File: config.mk
export PLATFORM = sky130hd
export DESIGN_NAME = rv32ima_instruction_decoder
export DESIGN_NICKNAME = d
export VERILOG_FILES = /design/src/sv/rvdec_pkg.sv /design/src/sv/rv32ima_instruction_decoder.sv /design/src/sv/rvdec_decode.sv
export SDC_FILE = /design/constraint.sdc
export NUM_CORES = 1
export LEC_CHECK = 0
export BUFFER_PORTS_ARGS = -buffer_cell sky130_fd_sc_hd__buf_2
export CAP_MARGIN = 5
export CELL_PAD_IN_SITES_DETAIL_PLACEMENT = 0
export CELL_PAD_IN_SITES_GLOBAL_PLACEMENT = 1
export CORE_ASPECT_RATIO = 1.1
export CORE_UTILIZATION = 35
export CTS_CLUSTER_SIZE = 8
export DETAILED_ROUTE_END_ITERATION = 8
export GPL_TIMING_DRIVEN = 0
export PLACE_DENSITY = 0.81
export RECOVER_POWER = 25
export SLEW_MARGIN = 20
export SYNTH_ARGS = -nofsm -noshare
export SYNTH_HDL_FRONTEND = slang
export SYNTH_SLANG_ARGS = --single-unit
File: constraint.sdc
create_clock -name clk -period 4.2 [get_ports clk]
set_clock_uncertainty 0.1 [all_clocks]
set_input_delay 0.21 -clock clk [delete_from_list [all_inputs] [get_ports clk]]
set_output_delay 0.21 -clock clk [all_outputs]
set_load 0.05 [all_outputs]
File: src/sv/rvdec_pkg.sv
`default_nettype none

package rvdec_pkg;

    // Major opcodes
    localparam logic [6:0] OP_LUI    = 7'b0110111;
    localparam logic [6:0] OP_AUIPC  = 7'b0010111;
    localparam logic [6:0] OP_JAL    = 7'b1101111;
    localparam logic [6:0] OP_JALR   = 7'b1100111;
    localparam logic [6:0] OP_BRANCH = 7'b1100011;
    localparam logic [6:0] OP_LOAD   = 7'b0000011;
    localparam logic [6:0] OP_STORE  = 7'b0100011;
    localparam logic [6:0] OP_IMM    = 7'b0010011;
    localparam logic [6:0] OP_REG    = 7'b0110011;
    localparam logic [6:0] OP_FENCE  = 7'b0001111;
    localparam logic [6:0] OP_SYSTEM = 7'b1110011;
    localparam logic [6:0] OP_AMO    = 7'b0101111;

    localparam logic [6:0] FUNCT7_M  = 7'b0000001;

    // A-extension funct5 codes
    localparam logic [4:0] F5_LR      = 5'h02;
    localparam logic [4:0] F5_SC      = 5'h03;
    localparam logic [4:0] F5_AMOSWAP = 5'h01;
    localparam logic [4:0] F5_AMOADD  = 5'h00;
    localparam logic [4:0] F5_AMOXOR  = 5'h04;
    localparam logic [4:0] F5_AMOAND  = 5'h0C;
    localparam logic [4:0] F5_AMOOR   = 5'h08;
    localparam logic [4:0] F5_AMOMIN  = 5'h10;
    localparam logic [4:0] F5_AMOMAX  = 5'h14;
    localparam logic [4:0] F5_AMOMINU = 5'h18;
    localparam logic [4:0] F5_AMOMAXU = 5'h1C;

    // Dense mnemonic codes
    localparam logic [5:0] MN_LUI   = 6'd0,  MN_AUIPC = 6'd1,  MN_JAL   = 6'd2;
    localparam logic [5:0] MN_JALR  = 6'd3;
    localparam logic [5:0] MN_BEQ   = 6'd4,  MN_BNE   = 6'd5,  MN_BLT   = 6'd6;
    localparam logic [5:0] MN_BGE   = 6'd7,  MN_BLTU  = 6'd8,  MN_BGEU  = 6'd9;
    localparam logic [5:0] MN_LB    = 6'd10, MN_LH    = 6'd11, MN_LW    = 6'd12;
    localparam logic [5:0] MN_LBU   = 6'd13, MN_LHU   = 6'd14;
    localparam logic [5:0] MN_SB    = 6'd15;
    localparam logic [5:0] MN_ADDI  = 6'd18, MN_SLTI  = 6'd19, MN_SLTIU = 6'd20;
    localparam logic [5:0] MN_XORI  = 6'd21, MN_ORI   = 6'd22, MN_ANDI  = 6'd23;
    localparam logic [5:0] MN_SLLI  = 6'd24, MN_SRLI  = 6'd25, MN_SRAI  = 6'd26;
    localparam logic [5:0] MN_ADD   = 6'd27, MN_SUB   = 6'd28, MN_SLL   = 6'd29;
    localparam logic [5:0] MN_SLT   = 6'd30, MN_SLTU  = 6'd31, MN_XOR   = 6'd32;
    localparam logic [5:0] MN_SRL   = 6'd33, MN_SRA   = 6'd34, MN_OR    = 6'd35;
    localparam logic [5:0] MN_AND   = 6'd36;
    localparam logic [5:0] MN_MUL   = 6'd37;
    localparam logic [5:0] MN_FENCE = 6'd45, MN_FENCEI = 6'd46, MN_PAUSE = 6'd47;
    localparam logic [5:0] MN_ECALL = 6'd48, MN_EBREAK = 6'd49;
    localparam logic [5:0] MN_LR    = 6'd50, MN_SC    = 6'd51, MN_AMOSWAP = 6'd52;
    localparam logic [5:0] MN_AMOADD = 6'd53, MN_AMOXOR = 6'd54, MN_AMOAND = 6'd55;
    localparam logic [5:0] MN_AMOOR  = 6'd56, MN_AMOMIN = 6'd57, MN_AMOMAX = 6'd58;
    localparam logic [5:0] MN_AMOMINU = 6'd59, MN_AMOMAXU = 6'd60;
    localparam logic [5:0] MN_LAST  = MN_AMOMAXU;

    localparam int IN_W  = 64;
    localparam int OUT_W = 96;

    typedef enum logic [3:0] {
        FMT_NONE, FMT_U, FMT_J, FMT_I, FMT_SH, FMT_S, FMT_B, FMT_R, FMT_A, FMT_F
    } fmt_t;

    typedef struct packed {
        logic        is_valid;
        logic [5:0]  mnemonic_code;
        logic [4:0]  dest_reg;
        logic [4:0]  src1_reg;
        logic [4:0]  src2_reg;
        logic [31:0] immediate;
        logic [31:0] jump_target;
        logic        acquire_bit;
        logic        release_bit;
        logic [3:0]  fence_pred;
        logic [3:0]  fence_succ;
    } dec_result_t;

endpackage

`default_nettype wire

File: src/sv/rv32ima_instruction_decoder.sv
// RV32IMA instruction decoder, streaming in and out.
//
// Slave side (s_axis_*): one transaction carries an instruction word in
// tdata[31:0] and its address in tdata[63:32]. No tlast or tuser.
// Master side (m_axis_*): one transaction per instruction with the decoded
// fields in tdata (see port comment). An unknown word gives is_valid = 0 and
// every other field zero.
//
// Pipeline: input register -> combinational decode -> result register.
// Each accepted instruction passes the input register, then the result
// register. Throughput is one instruction per cycle while m_axis_tready is
// high; the decode and the 32-bit target adder sit between the two registers.
//
// The ready chain runs back through both stages, so a stalled receiver only
// holds the stage in front of it; with both stages full and m_axis_tready
// low, s_axis_tready drops in the same cycle. Nothing is lost or repeated.
//
// Reset (rst_n low, asynchronous) empties both stages; no result is pending
// afterwards. The decoder itself holds no state.
`default_nettype none

module rv32ima_instruction_decoder (
    input  wire logic                        clk,
    input  wire logic                        rst_n,

    input  wire logic                        s_axis_tvalid,
    output      logic                        s_axis_tready,
    // [31:0] instruction_word, [63:32] pc_address
    input  wire logic [rvdec_pkg::IN_W-1:0]  s_axis_tdata,

    output      logic                        m_axis_tvalid,
    input  wire logic                        m_axis_tready,
    // [0] is_valid, [6:1] mnemonic_code, [11:7] dest_reg, [16:12] src1_reg,
    // [21:17] src2_reg, [53:22] immediate, [85:54] jump_target,
    // [86] acquire_bit, [87] release_bit, [91:88] fence_pred, [95:92] fence_succ
    output      logic [rvdec_pkg::OUT_W-1:0] m_axis_tdata
);

    // Stage 1: captured instruction word and address
    logic                   in_valid_reg;
    logic [31:0]            word_reg;
    logic [31:0]            pc_reg;

    // Stage 2: decoded result
    logic                   out_valid_reg;
    rvdec_pkg::dec_result_t res_reg;
    rvdec_pkg::dec_result_t res_next;

    logic                   out_free;   // result stage can take a new entry
    logic                   in_adv;     // stage 1 moves into stage 2 this cycle

    assign out_free      = !out_valid_reg || m_axis_tready;
    assign in_adv        = in_valid_reg && out_free;
    assign s_axis_tready = !in_valid_reg || out_free;

    always_ff @(posedge clk or negedge rst_n)
    begin
        if (!rst_n)
        begin
            in_valid_reg <= 1'b0;
        end
        else if (s_axis_tready)
        begin
            in_valid_reg <= s_axis_tvalid;
        end
    end

    always_ff @(posedge clk)
    begin
        if (s_axis_tready && s_axis_tvalid)
        begin
            word_reg <= s_axis_tdata[31:0];
            pc_reg   <= s_axis_tdata[63:32];
        end
    end

    rvdec_decode u_decode (
        .instruction_word (word_reg),
        .pc_address       (pc_reg),
        .result           (res_next)
    );

    always_ff @(posedge clk or negedge rst_n)
    begin
        if (!rst_n)
        begin
            out_valid_reg <= 1'b0;
        end
        else if (out_free)
        begin
            out_valid_reg <= in_valid_reg;
        end
    end

    always_ff @(posedge clk)
    begin
        if (in_adv)
        begin
            res_reg <= res_next;
        end
    end

    assign m_axis_tvalid = out_valid_reg;
    assign m_axis_tdata  = {res_reg.fence_succ, res_reg.fence_pred,
                            res_reg.release_bit, res_reg.acquire_bit,
                            res_reg.jump_target, res_reg.immediate,
                            res_reg.src2_reg, res_reg.src1_reg, res_reg.dest_reg,
                            res_reg.mnemonic_code, res_reg.is_valid};

    // An invalid word carries nothing but zeros
    a_invalid_zero: assert property (@(posedge clk) disable iff (!rst_n)
        (out_valid_reg && !res_reg.is_valid) |-> (res_reg == '0))
        else $error("invalid decode with non-zero fields");

    // Mnemonic code stays within the defined range
    a_code_range: assert property (@(posedge clk) disable iff (!rst_n)
        out_valid_reg |-> (res_reg.mnemonic_code <= rvdec_pkg::MN_LAST))
        else $error("mnemonic code out of range");

    // A full stage 1 with room downstream yields a result next cycle
    a_advance: assert property (@(posedge clk) disable iff (!rst_n)
        in_adv |=> out_valid_reg)
        else $error("stage 1 entry lost");

    // Input back-pressure only when both stages are occupied
    a_backpressure: assert property (@(posedge clk) disable iff (!rst_n)
        !s_axis_tready |-> (in_valid_reg && out_valid_reg && !m_axis_tready))
        else $error("input stalled without cause");

endmodule

`default_nettype wire

File: src/sv/rvdec_decode.sv
`default_nettype none

// Single-pass combinational decode of one instruction word.
module rvdec_decode (
    input  wire logic [31:0]        instruction_word,
    input  wire logic [31:0]        pc_address,
    output rvdec_pkg::dec_result_t  result
);

    logic [31:0]       w;
    logic [6:0]        opc;
    logic [2:0]        f3;
    logic              b30;
    logic              ok;
    logic [5:0]        code;
    rvdec_pkg::fmt_t   fmt;
    logic [31:0]       imm_u, imm_i, imm_s, imm_b, imm_j, br_off;
    logic [31:0]       target;

    assign w   = instruction_word;
    assign opc = w[6:0];
    assign f3  = w[14:12];
    assign b30 = w[30];

    assign imm_u = {{12{w[31]}}, w[31:12]};
    assign imm_i = {{20{w[31]}}, w[31:20]};
    assign imm_s = {{20{w[31]}}, w[31:25], w[11:7]};
    assign imm_b = {{19{w[31]}}, w[31], w[7], w[30:25], w[11:8], 1'b0};
    assign imm_j = {{11{w[31]}}, w[31], w[19:12], w[20], w[30:21], 1'b0};

    assign br_off = (fmt == rvdec_pkg::FMT_J) ? imm_j : imm_b;
    assign target = pc_address + br_off;

    // Mnemonic and format selection
    always_comb
    begin
        ok   = 1'b1;
        code = rvdec_pkg::MN_LUI;
        fmt  = rvdec_pkg::FMT_NONE;
        case (opc)
            rvdec_pkg::OP_LUI:
            begin
                code = rvdec_pkg::MN_LUI;
                fmt  = rvdec_pkg::FMT_U;
            end
            rvdec_pkg::OP_AUIPC:
            begin
                code = rvdec_pkg::MN_AUIPC;
                fmt  = rvdec_pkg::FMT_U;
            end
            rvdec_pkg::OP_JAL:
            begin
                code = rvdec_pkg::MN_JAL;
                fmt  = rvdec_pkg::FMT_J;
            end
            rvdec_pkg::OP_JALR:
            begin
                code = rvdec_pkg::MN_JALR;
                fmt  = rvdec_pkg::FMT_I;
            end
            rvdec_pkg::OP_BRANCH:
            begin
                fmt = rvdec_pkg::FMT_B;
                case (f3)
                    3'd0:    code = rvdec_pkg::MN_BEQ;
                    3'd1:    code = rvdec_pkg::MN_BNE;
                    3'd4:    code = rvdec_pkg::MN_BLT;
                    3'd5:    code = rvdec_pkg::MN_BGE;
                    3'd6:    code = rvdec_pkg::MN_BLTU;
                    3'd7:    code = rvdec_pkg::MN_BGEU;
                    default: ok = 1'b0;
                endcase
            end
            rvdec_pkg::OP_LOAD:
            begin
                fmt = rvdec_pkg::FMT_I;
                case (f3)
                    3'd0:    code = rvdec_pkg::MN_LB;
                    3'd1:    code = rvdec_pkg::MN_LH;
                    3'd2:    code = rvdec_pkg::MN_LW;
                    3'd4:    code = rvdec_pkg::MN_LBU;
                    3'd5:    code = rvdec_pkg::MN_LHU;
                    default: ok = 1'b0;
                endcase
            end
            rvdec_pkg::OP_STORE:
            begin
                fmt  = rvdec_pkg::FMT_S;
                code = rvdec_pkg::MN_SB + {3'b000, f3};
                ok   = (f3 inside {3'd0, 3'd1, 3'd2});
            end
            rvdec_pkg::OP_IMM:
            begin
                fmt = (f3 inside {3'd1, 3'd5}) ? rvdec_pkg::FMT_SH : rvdec_pkg::FMT_I;
                case (f3)
                    3'd0:    code = rvdec_pkg::MN_ADDI;
                    3'd1:    code = rvdec_pkg::MN_SLLI;
                    3'd2:    code = rvdec_pkg::MN_SLTI;
                    3'd3:    code = rvdec_pkg::MN_SLTIU;
                    3'd4:    code = rvdec_pkg::MN_XORI;
                    3'd5:    code = b30 ? rvdec_pkg::MN_SRAI : rvdec_pkg::MN_SRLI;
                    3'd6:    code = rvdec_pkg::MN_ORI;
                    default: code = rvdec_pkg::MN_ANDI;
                endcase
            end
            rvdec_pkg::OP_REG:
            begin
                fmt = rvdec_pkg::FMT_R;
                if (w[31:25] == rvdec_pkg::FUNCT7_M)
                begin
                    code = rvdec_pkg::MN_MUL + {3'b000, f3};
                end
                else
                begin
                    case (f3)
                        3'd0:    code = b30 ? rvdec_pkg::MN_SUB : rvdec_pkg::MN_ADD;
                        3'd1:    code = rvdec_pkg::MN_SLL;
                        3'd2:    code = rvdec_pkg::MN_SLT;
                        3'd3:    code = rvdec_pkg::MN_SLTU;
                        3'd4:    code = rvdec_pkg::MN_XOR;
                        3'd5:    code = b30 ? rvdec_pkg::MN_SRA : rvdec_pkg::MN_SRL;
                        3'd6:    code = rvdec_pkg::MN_OR;
                        default: code = rvdec_pkg::MN_AND;
                    endcase
                end
            end
            rvdec_pkg::OP_FENCE:
            begin
                case (f3)
                    3'd0:
                    begin
                        fmt = rvdec_pkg::FMT_F;
                        // pause: fm zero, pred = w only, succ empty
                        if (w[31:28] == 4'd0 && w[27:24] == 4'd1 && w[23:20] == 4'd0)
                            code = rvdec_pkg::MN_PAUSE;
                        else
                            code = rvdec_pkg::MN_FENCE;
                    end
                    3'd1:
                    begin
                        fmt  = rvdec_pkg::FMT_I;
                        code = rvdec_pkg::MN_FENCEI;
                    end
                    default: ok = 1'b0;
                endcase
            end
            rvdec_pkg::OP_SYSTEM:
            begin
                fmt  = rvdec_pkg::FMT_I;
                code = w[20] ? rvdec_pkg::MN_EBREAK : rvdec_pkg::MN_ECALL;
            end
            rvdec_pkg::OP_AMO:
            begin
                fmt = rvdec_pkg::FMT_A;
                case (w[31:27])
                    rvdec_pkg::F5_LR:      code = rvdec_pkg::MN_LR;
                    rvdec_pkg::F5_SC:      code = rvdec_pkg::MN_SC;
                    rvdec_pkg::F5_AMOSWAP: code = rvdec_pkg::MN_AMOSWAP;
                    rvdec_pkg::F5_AMOADD:  code = rvdec_pkg::MN_AMOADD;
                    rvdec_pkg::F5_AMOXOR:  code = rvdec_pkg::MN_AMOXOR;
                    rvdec_pkg::F5_AMOAND:  code = rvdec_pkg::MN_AMOAND;
                    rvdec_pkg::F5_AMOOR:   code = rvdec_pkg::MN_AMOOR;
                    rvdec_pkg::F5_AMOMIN:  code = rvdec_pkg::MN_AMOMIN;
                    rvdec_pkg::F5_AMOMAX:  code = rvdec_pkg::MN_AMOMAX;
                    rvdec_pkg::F5_AMOMINU: code = rvdec_pkg::MN_AMOMINU;
                    rvdec_pkg::F5_AMOMAXU: code = rvdec_pkg::MN_AMOMAXU;
                    default:               ok = 1'b0;
                endcase
            end
            default: ok = 1'b0;
        endcase
    end

    // Field gating per format; everything zero for an invalid word
    always_comb
    begin
        result = '0;
        if (ok)
        begin
            result.is_valid      = 1'b1;
            result.mnemonic_code = code;
            case (fmt)
                rvdec_pkg::FMT_U:
                begin
                    result.dest_reg  = w[11:7];
                    result.immediate = imm_u;
                end
                rvdec_pkg::FMT_J:
                begin
                    result.dest_reg    = w[11:7];
                    result.immediate   = imm_j;
                    result.jump_target = target;
                end
                rvdec_pkg::FMT_I:
                begin
                    result.dest_reg  = w[11:7];
                    result.src1_reg  = w[19:15];
                    result.immediate = imm_i;
                end
                rvdec_pkg::FMT_SH:
                begin
                    result.dest_reg  = w[11:7];
                    result.src1_reg  = w[19:15];
                    result.src2_reg  = w[24:20];
                    result.immediate = imm_i;
                end
                rvdec_pkg::FMT_S:
                begin
                    result.src1_reg  = w[19:15];
                    result.src2_reg  = w[24:20];
                    result.immediate = imm_s;
                end
                rvdec_pkg::FMT_B:
                begin
                    result.src1_reg    = w[19:15];
                    result.src2_reg    = w[24:20];
                    result.immediate   = imm_b;
                    result.jump_target = target;
                end
                rvdec_pkg::FMT_R:
                begin
                    result.dest_reg = w[11:7];
                    result.src1_reg = w[19:15];
                    result.src2_reg = w[24:20];
                end
                rvdec_pkg::FMT_A:
                begin
                    result.dest_reg    = w[11:7];
                    result.src1_reg    = w[19:15];
                    result.src2_reg    = w[24:20];
                    result.acquire_bit = w[26];
                    result.release_bit = w[25];
                end
                rvdec_pkg::FMT_F:
                begin
                    result.dest_reg   = w[11:7];
                    result.src1_reg   = w[19:15];
                    result.immediate  = imm_i;
                    result.fence_pred = w[27:24];
                    result.fence_succ = w[23:20];
                end
                default: result = '0;
            endcase
        end
    end

endmodule

`default_nettype wire
-- Word level (Yosys, flattened, before mapping)
Cells that the tools add are included.
W data, S select, Z words.
- add/subtract/negate cells: 3
- eq/ne operators: 40
- multiplexer cells: 24
- reductions and logical operators: 34
- operator list (kind ; number):
    $pmux W32 S5 ; 1
    $pmux W6 S11 ; 2
    $pmux W6 S7 ; 2
    $pmux W4 S9 ; 1
    $add A32 B32 Y32 ; 1
    $eq A7 B6 Y1 const B ; 4
    $eq A7 B7 Y1 const B ; 4
    $pmux W4 S6 ; 1
    $reduce_or A7 Y1 ; 3
    $eq A5 B5 Y1 const B ; 4
    $mux W20 ; 1
    $pmux W4 S5 ; 1
    $eq A4 B3 Y1 const B ; 4
    $eq A7 B5 Y1 const B ; 2
    $reduce_and A2 Y1 ; 7
    $eq A3 B3 Y1 const B ; 4
    $pmux W6 S2 ; 1
    $reduce_or A11 Y1 ; 1
    $eq A5 B2 Y1 const B ; 2
    $eq A5 B4 Y1 const B ; 2
    $reduce_or A5 Y1 ; 2
    $reduce_or A9 Y1 ; 1
    $eq A4 B1 Y1 const B ; 2
    $eq A4 B2 Y1 const B ; 2
    other kinds (28) ; 46
- register bits after elaboration: 162
- input bits: 68
- output and inout port bits: 98
- word-level logic and storage cells: 116

-- Depth between registers and ports, before layout
- depth after elaboration: 7
- gate-level depth with buffers: 14
- mapped depth without buffers: 14

-- By module
From an unflattened synthesis, not the netlist that was laid out.
- cell total of the unflattened synthesis: 711
- area, all modules: 8366.8 um^2
- by module, submodules not included (module ; instances ; cells each ; area an instance (um^2) ; sequential area each (um^2)):
    rv32ima_instruction_decoder ; 1 ; 168 ; 4908.5 ; 4854.7
    rvdec_decode ; 1 ; 543 ; 3458.3 ; 0.0

-- Least setup slack after synthesis
No wires, ideal clock.
- path kind: flip-flop to flip-flop
- start point: register word_reg[4]
- end point: register res_reg (netlist bit m_axis_tdata[84]), data pin
- setup time: 266 ps
- arrival: 3653 ps
- required time: 3834 ps
- path slack: 181 ps
- cell stages (with the launch flop): 14
- buffers on the path: 1
- clock period less this slack: 4019 ps
- cell sequence: edfxtp_1 -> nand2b_1 -> nor4_4 -> clkbuf_1 -> mux2_2 -> ha_1 -> and3_1 -> nand3_1 -> or3_1 -> and4_4 -> o31a_1 -> o41ai_2 -> xnor2_1 -> nor2_1
- word-level cells in the longest chain between the ends: 6
- elaborated cells between the ends (all ways): 23
- those cells by class: add/sub: 1; eq/ne: 14; mux: 3; reduce/logical: 5
- ends and longest elaborated chain (element ; line ; RTL):
    start, declared ; rv32ima_instruction_decoder.sv:41 ; logic [31:0] word_reg;
    start signal, assigned ; rv32ima_instruction_decoder.sv:72 ; word_reg <= s_axis_tdata[31:0];
    $eq A7 B7 Y1, or another cell as far along ; rvdec_decode.sv:40 ; case (opc)
    $reduce_or A3 Y1 (no line) / $reduce_or A2 Y1 (equally long branches) ; -- ;
    $pmux W4 S9 ; rvdec_decode.sv:40 ;
    $eq A4 B2 Y1 / $eq A4 B3 Y1 (equally long branches) ; rvdec_decode.sv:31, rvdec_decode.sv:182 ;
    $mux W20 / $reduce_or A2 Y1 (equally long branches) ; -- ;
    $add A32 B32 Y32 / $reduce_and A2 Y1 (equally long branches) ; -- ;
    end signal, assigned ; rv32ima_instruction_decoder.sv:99 ; res_reg <= res_next;
    end, declared ; rv32ima_instruction_decoder.sv:46 ; rvdec_pkg::dec_result_t res_reg;
Parallel ways exist; a longest one is shown, timed or not.
A chain may end at the register's enable or synchronous reset.

-- Final worst setup path
- start point: register word_reg[5]
- end point: register res_reg (netlist bit m_axis_tdata[82]), data pin
The elaborated chain is that of the path after synthesis.

==> summary.txt <==
Floorplanning
  – Starting Density: 35.7%
  – Chip Width: 148 um
  – I/O pins: 166
  – Row count: 58
  – Die area: 24000 sq um
  – Chip height: 163 um
  – Total core area: 22900 sq um

Worst setup path
  – Slack of the worst reg-to-reg path: 0.15 ns
  – Worst reg2reg path depth: 16
  – Critical path type: flop to flop
  – CP Launch Point: word_reg[5]$_DFFE_PP_
  – Crit path capture: m_axis_tdata[82]$_SDFFCE_PN0P_
  – Required time of the critical path: 4.26 ns
  – Crit path max fanout: 10
  – Worst r2r dst: m_axis_tdata[82]$_SDFFCE_PN0P_
  – WP data arrival: 4.12 ns
  – Critical R2R Launch: word_reg[5]$_DFFE_PP_
  – Critical Path Source Type: flop
  – Worst setup EP type: flop

Detailed routing
  – Detailed-router iteration count before antenna repair: 6
  – Vias: 6749
  – Starting DRC count in detailed routing: 483
  – Post-Route M1 WL: 10.3 mm
  – DR DRC count: 0
  – Final WL: 24.0 mm
  – DR WL met2: 12.1 mm
  – Routed len/inst: 18.5 um
  – Vias/cell: 5.22
  – Metal3 WL: 1.29 mm
  – DRT antenna net count: 0
  – Uppermost layer routed: met4

Pwr
  – Int Power: 2920 uW
  – Lkg Pwr: 0.00431 uW
  – Pwr per Cell Area: 388 nW/um^2
  – Switch share: 31.5%
  – NetSw: 1340 uW
  – Clock network fraction of design power: 37.7%
  – Logic pwr share: 19.4%
  – Sequential share of power: 42.9%
  – Worst VDD drop: 0.000270 V

Yosys
  – Synth top area share: 54.6%
  – Post-synthesis cell type count: 79
  – Cells after Synth: 712
  – Yosys reg bits: 151
  – Syn. warnings: 0
  – Post-Syn Area per Cell: 11.5 sq um
  – Main area contributors after synthesis: edfxtp_1 55%, ha_1 6.3%, nor2_1 3.5%, and2_1 2.4%, nand2_1 2.2%
  – Dominant cell type by area after synthesis: edfxtp_1
  – Syn Nets: 822
  – Cell Area, Synth: 8200 sq um
  – Top FF cell, synth: edfxtp_1
  – Asr flop ratio synth: 1.32%
  – Sequential area share after synthesis: 55.2%
  – Post-synth EDFFs: 149

Finish
  – Area Overhead vs Synth: 33.7%
  – Util after Layout: 47.8%
  – Non-Filler Instances: 1294
  – Share of cells above drive strength 1: 24.1%
  – Final #Nets: 1091
  – Largest register FFs: 85
  – Antenna Cells: 0
  – Final instance area: 11000 sq um

Worst hold path
  – Hold Crit Class: input pin to flop
  – Hold Path Depth: 2

Place
  – Final Wtd Congestion: 0.929
  – Buffers on Ports: 165
  – DP HPWL: 17.0 mm
  – Placed cell areas: 9450 sq um
  – Placed cells: 1179

Timing
  – Tmin final: 4.05 ns
  – Final Hold Viols: 0
  – Final worst path period share: 96.5%
  – Post-Route Setup TNS: 0 ns
  – Final setup violating endpoints: 0
  – Least-Margin Pin Slew: 0.769 ns
  – Max_slew headroom: 48.6%
  – Max-slew violation count: 0
  – Max Freq: 0.247 GHz

Status
  – Status: finished, final reports clean

Clock network
  – Maximum clock insertion buffer count: 2
  – TritonCTS buffer count: 17
  – Skew-Pair Late Insertion Delay: 0.43 ns
  – Max H-tree Level: 4
  – Worst-path clk slew: 0.07 ns
  – CTS sink count: 151
  – CTS tree: done
  – Root Buffer: clkbuf_16

Run
  – Number of max-cap violations: 0

Global routing
  – Pin count of the biggest net entering global routing: 58
  – Initial antenna violation count: 0
  – Vias in the first global route: 6584
  – Overall Global Routing Usage: 20.3%
  – Global-route wire length before repair: 36.6 mm
  – Grt ovf: 0
-- synthesized netlist by cell type (3+ instances only) --
| cell type | count |
|---|---|
| a21o_1 | 16 |
| o2111ai_1 | 3 |
| xnor2_1 | 12 |
| nand2b_1 | 13 |
| nor3_1 | 19 |
| o31ai_1 | 4 |
| a32o_1 | 3 |
| o211ai_1 | 7 |
| a31oi_1 | 17 |
| buf_4 | 11 |
| edfxtp_1 | 149 |
| nor3b_1 | 3 |
| or3_1 | 4 |
| nand2_1 | 48 |
| a211oi_1 | 11 |
| nor2_1 | 76 |
| a221oi_1 | 3 |
| clkbuf_1 | 16 |
| mux2_2 | 5 |
| and2_1 | 32 |
| nand3_1 | 11 |
| a22oi_1 | 7 |
| a222oi_1 | 6 |
| nor2b_1 | 10 |
| nor4_1 | 7 |
| ha_1 | 41 |
| a21oi_1 | 35 |
| buf_2 | 5 |
| o21ai_0 | 31 |
| inv_1 | 25 |
| xor2_1 | 6 |
| and3_1 | 5 |
| o21a_1 | 10 |
-- final cells by class --
class                           count  area [sq um]
Fill cell                        2107         12000
Sequential cell                   151          4520
Multi-Input combinational cell    500          3500
Timing Repair Buffer              251          1640
Clock buffer                       17           425
Tap cell                          300           375
Clock inverter                     15           206
Buffer                             35           199
Inverter                           25          93.8
-- power groups by stage --
stage | Clock [uW] | Combinational [uW] | Sequential, uW
detailed placement | 0 | 744 | 1860
CTS | 1640 | 815 | 1820
global placement | 0 | 731 | 1870
global route | 1690 | 894 | 1830
floorplan | 0 | 381 | 2010
finish | 1610 | 827 | 1820
-- metal layers --
| metal | global-route usage (%) | up-vias |
|---|---|---|
| met1 | 25.3 | 3221 |
| met3 | 3.59 | 23 |
| li1 | - | 3237 |
| met4 | 6.70 | 0 |
| met5 | 0 | - |
| met2 | 35.4 | 268 |
-- what timing repair did --
item                       CTS  global route
hold endpoints to repair    68             0
buffers inserted             8             7
setup endpoints to repair   19            18
cloned                       0             0
hold buffers                69             0
pin swaps                    6             8
resized for setup           11            17
-- cells by family (layout without fill, tap and decap cells) --
family	Yosys count	in the layout	share of synthesized area (%)
simple gates	248	248	15.6
compound gates	185	185	16.3
flops	151	151	55.2
buf+inv	61	343	3.56
fa+ha+maj	42	42	6.50
xor+xnor	18	18	1.92
mux	7	7	0.931
-- cells in the final DEF, fill, tap and decap left out, types with 7 or more instances in the layout --
master,n
a31oi_1,17
o211ai_1,7
inv_1,24
a21o_1,16
o21ai_0,29
nand2_1,46
buf_4,26
nor3_1,19
nor2_1,75
xnor2_1,12
o21a_1,10
and2_1,30
clkbuf_16,17
a21oi_1,35
a22oi_1,7
a211oi_1,11
edfxtp_1,149
nor4_1,7
nand3_1,10
nor2b_1,9
nand2b_1,11
clkbuf_1,53
buf_2,131
dlygate4sd3_1,69
ha_1,38
-- metrics by stage --
stage | power, uW | worst slack [ns] | hold slack [ns]
final | 4260 | 0.147 | 0.381
after global placement | 2600 | -0.628 | -0.105
after global routing | 4420 | -0.00288 | 0.376
after floorplan | 2390 | 0.181 | -0.186
after CTS | 4280 | 0.0320 | 0.362
after detailed placement | 2600 | -0.615 | -0.101
-- how the worst min path moves through the flow --
stage	startpoint	to	slack [ns]
floorplan	rst_n	in_valid_reg$_DFFE_PN0N_	-0.19
global placement	rst_n	m_axis_tvalid$_DFFE_PN0P_	-0.11
detailed placement	rst_n	in_valid_reg$_DFFE_PN0N_	-0.10
CTS	s_axis_tdata[21]	word_reg[21]$_DFFE_PP_	0.36
global route	s_axis_tdata[46]	pc_reg[14]$_DFFE_PP_	0.38
finish	s_axis_tdata[50]	pc_reg[18]$_DFFE_PP_	0.38
-- worst max-delay path: stages (launching register included) --
cell and delay, ns:
edfxtp_1 0.39, nand2_2 0.13, nor4_4 0.28, buf_4 0.17, buf_4 0.13, buf_4 0.17, mux2_4 0.35, ha_4 0.30
and3_4 0.19, nand3_2 0.11, or3_4 0.42, and4_4 0.19, o31a_1 0.29, buf_4 0.17, o31ai_2 0.19, xnor2_1 0.15
nor2_1 0.06
Note: power is estimated with default switching activity, not from simulation.
